==> config.mk <==
export PLATFORM = sky130hd
export DESIGN_NAME = clfdst_ctrl
export DESIGN_NICKNAME = d
export VERILOG_FILES = /design/src/hdl/clfdst_pkg.sv /design/src/hdl/clfdst_ctrl.sv
export SDC_FILE = /design/constraint.sdc
export NUM_CORES = 1
export LEC_CHECK = 0
export BUFFER_PORTS_ARGS = -buffer_cell sky130_fd_sc_hd__buf_2
export CAP_MARGIN = 10
export CORE_AREA = 2 2 39 41
export DETAILED_ROUTE_END_ITERATION = 12
export DIE_AREA = 0 0 41 43
export PLACE_DENSITY = 0.53
export SLEW_MARGIN = 20
export SYNTH_ARGS = -nofsm -noshare
export SYNTH_HDL_FRONTEND = slang
export SYNTH_SLANG_ARGS = --single-unit
==> constraint.sdc <==
create_clock -name i_clk -period 2.05 [get_ports i_clk]
set_input_delay 0.3075 -clock i_clk [delete_from_list [all_inputs] [get_ports i_clk]]
set_output_delay 0.3075 -clock i_clk [all_outputs]
set_load 0.005 [all_outputs]
==> src/hdl/clfdst_pkg.sv <==
// Package of the context load forwarding and dead store block.
// Holds widths, codes, the controller state type and the command structs.
package clfdst_pkg;

    // Defaults of the top-level parameters.
    localparam int CONTEXT_BYTES_DEF = 4096;
    localparam int VALUE_ID_BITS_DEF = 16;

    // Fixed field widths of the item and result ports.
    localparam int OFFSET_W = 12;
    localparam int ID_W     = 16;
    localparam int OP_W     = 2;

    // Width of the flush generation tag kept per table entry.
    localparam int EPOCH_BITS = 8;

    // Configuration port geometry.
    localparam int PADDR_W = 3;
    localparam int PDATA_W = 32;
    localparam logic [PADDR_W-3:0] REG_PASS_MODE = '0;

    // Instruction classes.
    localparam logic [OP_W-1:0] OP_OTHER = 2'd0;
    localparam logic [OP_W-1:0] OP_LOAD  = 2'd1;
    localparam logic [OP_W-1:0] OP_STORE = 2'd2;

    // Pass modes.
    localparam logic MODE_FWD = 1'b0;
    localparam logic MODE_BWD = 1'b1;

    typedef enum logic [1:0] {
        S_CLEAR,
        S_IDLE,
        S_READ,
        S_EXEC
    } t_state;

    // Commands from the controller to the datapath.
    typedef struct packed {
        logic latch;        // capture the accepted item
        logic epoch_inc;    // flush by moving to the next tag
        logic epoch_one;    // restart tags at one after a sweep
        logic sweep_start;  // restart the sweep counter
        logic sweep_write;  // clear one tag entry
        logic mem_read;     // read both tables at the item offset
        logic commit;       // update tables and load the result
    } t_dp_cmd;

    // Status from the datapath to the controller.
    typedef struct packed {
        logic flush_req;    // the item at the input flushes the table
        logic epoch_max;    // the tag counter has no room for another flush
        logic sweep_last;   // the sweep is at its last entry
    } t_dp_status;

endpackage

==> src/hdl/clfdst_ctrl.sv <==
// Controller state machine: item handshake, tag sweep and result register valid.
// Depends on clfdst_pkg for the state type and the command structs.
module clfdst_ctrl (
    input  logic                    i_clk,
    input  logic                    i_rst_n,
    input  logic                    i_in_valid,
    output logic                    o_in_ready,
    output logic                    o_out_valid,
    input  logic                    i_out_ready,
    input  clfdst_pkg::t_dp_status  i_status,
    output clfdst_pkg::t_dp_cmd     o_cmd
);

    clfdst_pkg::t_state r_state;
    clfdst_pkg::t_state n_state;
    logic               r_pending;
    logic               n_pending;
    logic               r_out_valid;
    logic               n_out_valid;
    logic               accept;
    logic               out_free;
    logic               wrap;

    assign accept   = (r_state == clfdst_pkg::S_IDLE) && i_in_valid;
    assign out_free = !r_out_valid || i_out_ready;
    assign wrap     = i_status.flush_req && i_status.epoch_max;

    // Next state.
    always_comb begin
        n_state = r_state;
        unique case (r_state)
            clfdst_pkg::S_CLEAR: begin
                if (i_status.sweep_last) begin
                    n_state = r_pending ? clfdst_pkg::S_READ : clfdst_pkg::S_IDLE;
                end
            end
            clfdst_pkg::S_IDLE: begin
                if (accept) begin
                    n_state = wrap ? clfdst_pkg::S_CLEAR : clfdst_pkg::S_READ;
                end
            end
            clfdst_pkg::S_READ: begin
                n_state = clfdst_pkg::S_EXEC;
            end
            clfdst_pkg::S_EXEC: begin
                if (out_free) begin
                    n_state = clfdst_pkg::S_IDLE;
                end
            end
            default: begin
                n_state = clfdst_pkg::S_CLEAR;
            end
        endcase
    end

    // Commands to the datapath.
    always_comb begin
        o_cmd = '0;
        unique case (r_state)
            clfdst_pkg::S_CLEAR: begin
                o_cmd.sweep_write = 1'b1;
                o_cmd.epoch_one   = i_status.sweep_last;
            end
            clfdst_pkg::S_IDLE: begin
                o_cmd.latch       = accept;
                o_cmd.epoch_inc   = accept && i_status.flush_req && !i_status.epoch_max;
                o_cmd.sweep_start = accept && wrap;
            end
            clfdst_pkg::S_READ: begin
                o_cmd.mem_read = 1'b1;
            end
            clfdst_pkg::S_EXEC: begin
                o_cmd.commit = out_free;
            end
            default: begin
                o_cmd = '0;
            end
        endcase
    end

    // An item waiting behind a sweep, and the result register's valid.
    always_comb begin
        n_pending = r_pending;
        if (o_cmd.sweep_start) begin
            n_pending = 1'b1;
        end else if ((r_state == clfdst_pkg::S_CLEAR) && i_status.sweep_last) begin
            n_pending = 1'b0;
        end
        n_out_valid = r_out_valid;
        if (o_cmd.commit) begin
            n_out_valid = 1'b1;
        end else if (i_out_ready) begin
            n_out_valid = 1'b0;
        end
    end

    always_ff @(posedge i_clk) begin
        if (!i_rst_n) begin
            r_state     <= clfdst_pkg::S_CLEAR;
            r_pending   <= 1'b0;
            r_out_valid <= 1'b0;
        end else begin
            r_state     <= n_state;
            r_pending   <= n_pending;
            r_out_valid <= n_out_valid;
        end
    end

    assign o_in_ready  = (r_state == clfdst_pkg::S_IDLE);
    assign o_out_valid = r_out_valid;

endmodule

* Yosys cells after proc, flatten, opt, wreduce, memory -nomap -nowiden
Cells that the tools add are included.
** Storage, ports and cells
- Register bits after elaboration :: 4
- Input port bits :: 7
- Output and inout port bits :: 9
- Word-level logic and storage cells :: 38
** Cells by class
- Equality and inequality tests :: 6
- Muxes and demuxes :: 16
- Reductions and logical operators :: 13
** Operator list (count)
- 2-bit 2-to-1 mux :: 6
- 1-bit 2-to-1 mux :: 9
- 2-bit one-hot mux with 4 select lines :: 1
- 1-bit logical AND :: 6
- 2-bit == test (second input constant) :: 2
- 2-bit != test (second input constant) :: 2
- 2-bit nonzero test :: 2
- 3-bit AND reduction :: 1
- 2-bit by 1-bit == test with 1-bit output (second input constant) :: 1
- 1-bit logical NOT :: 2
- 2-bit logical NOT :: 1
- 2-bit by 1-bit != test with 1-bit output (second input constant) :: 1
- 1-bit logical OR :: 1

* Logic depth before layout (Yosys ltp)
- Depth in word-level cells :: 5
- Gate-level depth with buffers :: 7
- Depth with buffers taken out :: 5

* Least setup slack after synthesis
OpenSTA, ideal clock, no wires.
- Path kind :: register to output
- From :: register r_state[0]
- To :: output port o_cmd[3] (netlist bit)
- Arrival time :: 0.921 ns
- Required time :: 1.742 ns
- Path slack :: 0.822 ns
- Cell stages (with the launch flop) :: 8
- Buffers on the path :: 2
- Cells stage by stage :: dfxtp_1 -> buf_6 -> nor2b_4 -> nand2_2 -> inv_2 -> nand3_1 -> inv_1 -> buf_4
** RTL lines
- start: declaration :: RTL line clfdst_ctrl.sv:14 : clfdst_pkg::t_state r_state;
- start signal: assignment :: RTL line clfdst_ctrl.sv:99 : r_state <= clfdst_pkg::S_CLEAR;
- start signal: assignment :: RTL line clfdst_ctrl.sv:103 : r_state <= n_state;
- end: declaration :: RTL line clfdst_ctrl.sv:11 : output clfdst_pkg::t_dp_cmd o_cmd

==> out/metrics.cfg <==
[layout]
fin_nets=55
antenna_cells=0
area_delta_synth_final_pct=35.1
final_layout_size_suffix_gt1_share_pct=50.0
stdcell_count=62
utilization_pct=25.4
nFillCells=148

[critical_path]
crit_chain=nor2b_4, nand2_2, inv_2, nand3_1, inv_1, buf_2
critical_path_cell_count=6
reg2reg_slack_ps=960
worst_path_dominant_cell_family=flip-flops
critical_path_class=reg -> out
worst_setup_path_start_kind=register
cp.required_ps=1740
reg2reg_to=r_state[1]
reg2reg_depth=2
cp.buffers_inverters=3
max_stage_delay_ps=460
worstPathMaxFanout=9
crit_slowest_cell=dfxtp_1
arrival_ps=1280
r2r-start=r_state[0]
cp-end-kind=primary output

[synthesis]
syn_nets=38
yosysWarnings=0
synth_cells=31
ys_types=20
synthesis.area_um2=260
synth_top_cells_by_area=dfxtp_1 (31%), buf_4 (5.8%), nor3b_1 (5.8%), nor2b_4 (5.3%), nand2b_1 (4.8%)
synth-async-reset-ratio_pct=0
synth_common_cells=dfxtp_1 (4), nand2_1 (3)
yosysMostFrequentCell=dfxtp_1
ys_seq_area_share_pct=30.8
synth_edf_count=0
avgSynthCellArea_um2=8.40
synth-main-ff-cell=dfxtp_1
ys_ff_latch=4
synth.largest_area_cell=dfxtp_1
synth_top_area_share_pct=30.8

[grt]
grt_max_degree=10
grt_pass1_wl_um=814
antenna_found_initial=0
grt_overflow_total=0
gr-usage-all-layers_pct=7.51
grt_pass1_vias=199

[clocking]
post-cts-setup-buffers=0
clkTransAtPathRegs_ps=40
root_buffer=clkbuf_4
cts_tree=done
htreeDepth=1
hold_buffers=0
cts.sinks=4
cts_resized=0
clock_path_buffers=2
clock_latency_ps=240
cts_buffers=3

[timing]
tns_ps=0
period_needed_ps=1590
tightestPinTransition_ps=272
relSlewSlack_pct=81.8
setup_viol=0
finalHoldViolations=0
setup_slack_ps=462
fmax_mhz=630
rsz0062_at_grt=false
drv_slew=0
fin_skew_ps=3.25
post-route-period-util_pct=77.5

[power]
pwr-share-clk_pct=43.0
ir_drop_mv=0.306
power_w=0.000231
p_sw_w=0.0000585
powerDensity_mw_per_mm2=657
p_sw_share_pct=25.3
pwr-share-comb_pct=18.1
p_leak_nw=0.184
internal_power_w=0.000172
power_frac_seq_pct=38.9

[placed_design]
numPortBuffers=15
place_inst=59
post-place-ws_ps=709
hpwl_um=425
routabilityCongestion=0.648

[routing]
routed_wl_um=544
drc=0
wire_per_inst_um=8.77
vias=247
dr.pass1.iters=4
vias_per_cell=3.98
final_antenna_net_count=0
drt_iter0_drc=6

[floorplanning]
start_util_pct=18.8
core-area_mm2=0.00138
die_h_um=43
dieArea_mm2=0.00176
die_w_um=41
io-pin-count=16
rows=14

[run_status]
status=finished clean

[flow_run]
drv_cap=0

[min_path]
whs_path_depth=2
holdCritStartpoint=i_rst_n
whs_endpoint=r_state[0]
min_path_type=in -> reg

-- power by group through the flow --
stage | Combinational, W | Clock (W) | Sequential, W
global route | 0.0000471 | 0.000114 | 0.0000908
detailed placement | 0.0000424 | 0 | 0.0000911
finish | 0.0000418 | 0.0000994 | 0.0000898
global placement | 0.0000419 | 0 | 0.0000910
floorplan | 0.0000306 | 0 | 0.0000870
CTS | 0.0000426 | 0.000106 | 0.0000897
-- metrics by stage --
stage,cell area (um2),hold WS [ps]
2_1_floorplan,260,436
3_3_place_gp,329,479
3_5_place_dp,329,488
4_1_cts,352,360
5_1_grt,352,368
6_report,352,364
-- routing by layer --
metal | global-route usage [%] | wire length [um]
met2 | 9.69 | 229
met1 | 8.28 | 233
met4 | 0 | 0
met5 | 0 | 0
met3 | 9.42 | 80
-- area by class of cell --
cell class	instances	area [um2]	area share [%]
flip-flops and latches	4	80.1	22.8
inverters	3	11.3	3.20
multi-input cells	21	143	40.6
clock buffers	3	22.5	6.41
repair buffers	15	75.1	21.4
well taps	16	20.0	5.69
-- layout by cell type (no fill, tap or decap), types with 2 or more instances in the layout --
cell type	n
inv_1	2
nand2_1	3
clkbuf_4	3
dfxtp_1	4
nor3b_1	2
nand2b_1	2
nor2_1	2
buf_2	15
nor2b_1	2
-- sequential cells by signal, indices dropped and copies added, names as in the netlist --
name         flops
r_pending        1
r_state          2
o_out_valid      1
-- worst max path at each step --
stage	from	to
2_1_floorplan	r_state[0]	o_cmd[3]
3_3_place_gp	r_state[0]	o_cmd[3]
3_5_place_dp	r_state[0]	o_cmd[3]
4_1_cts	r_state[0]	o_cmd[3]
5_1_grt	r_state[0]	o_cmd[3]
6_report	r_state[0]	o_cmd[3]
-- cells by family (layout without fill, tap and decap cells) --
kind of cell	count (synthesis)	after routing	synth area share [%]
simple gates	16	16	39.9
compound gates	5	5	14.9
flops	4	4	30.8
buf+inv	6	21	14.4
Note: power is estimated with default switching activity, not from simulation.
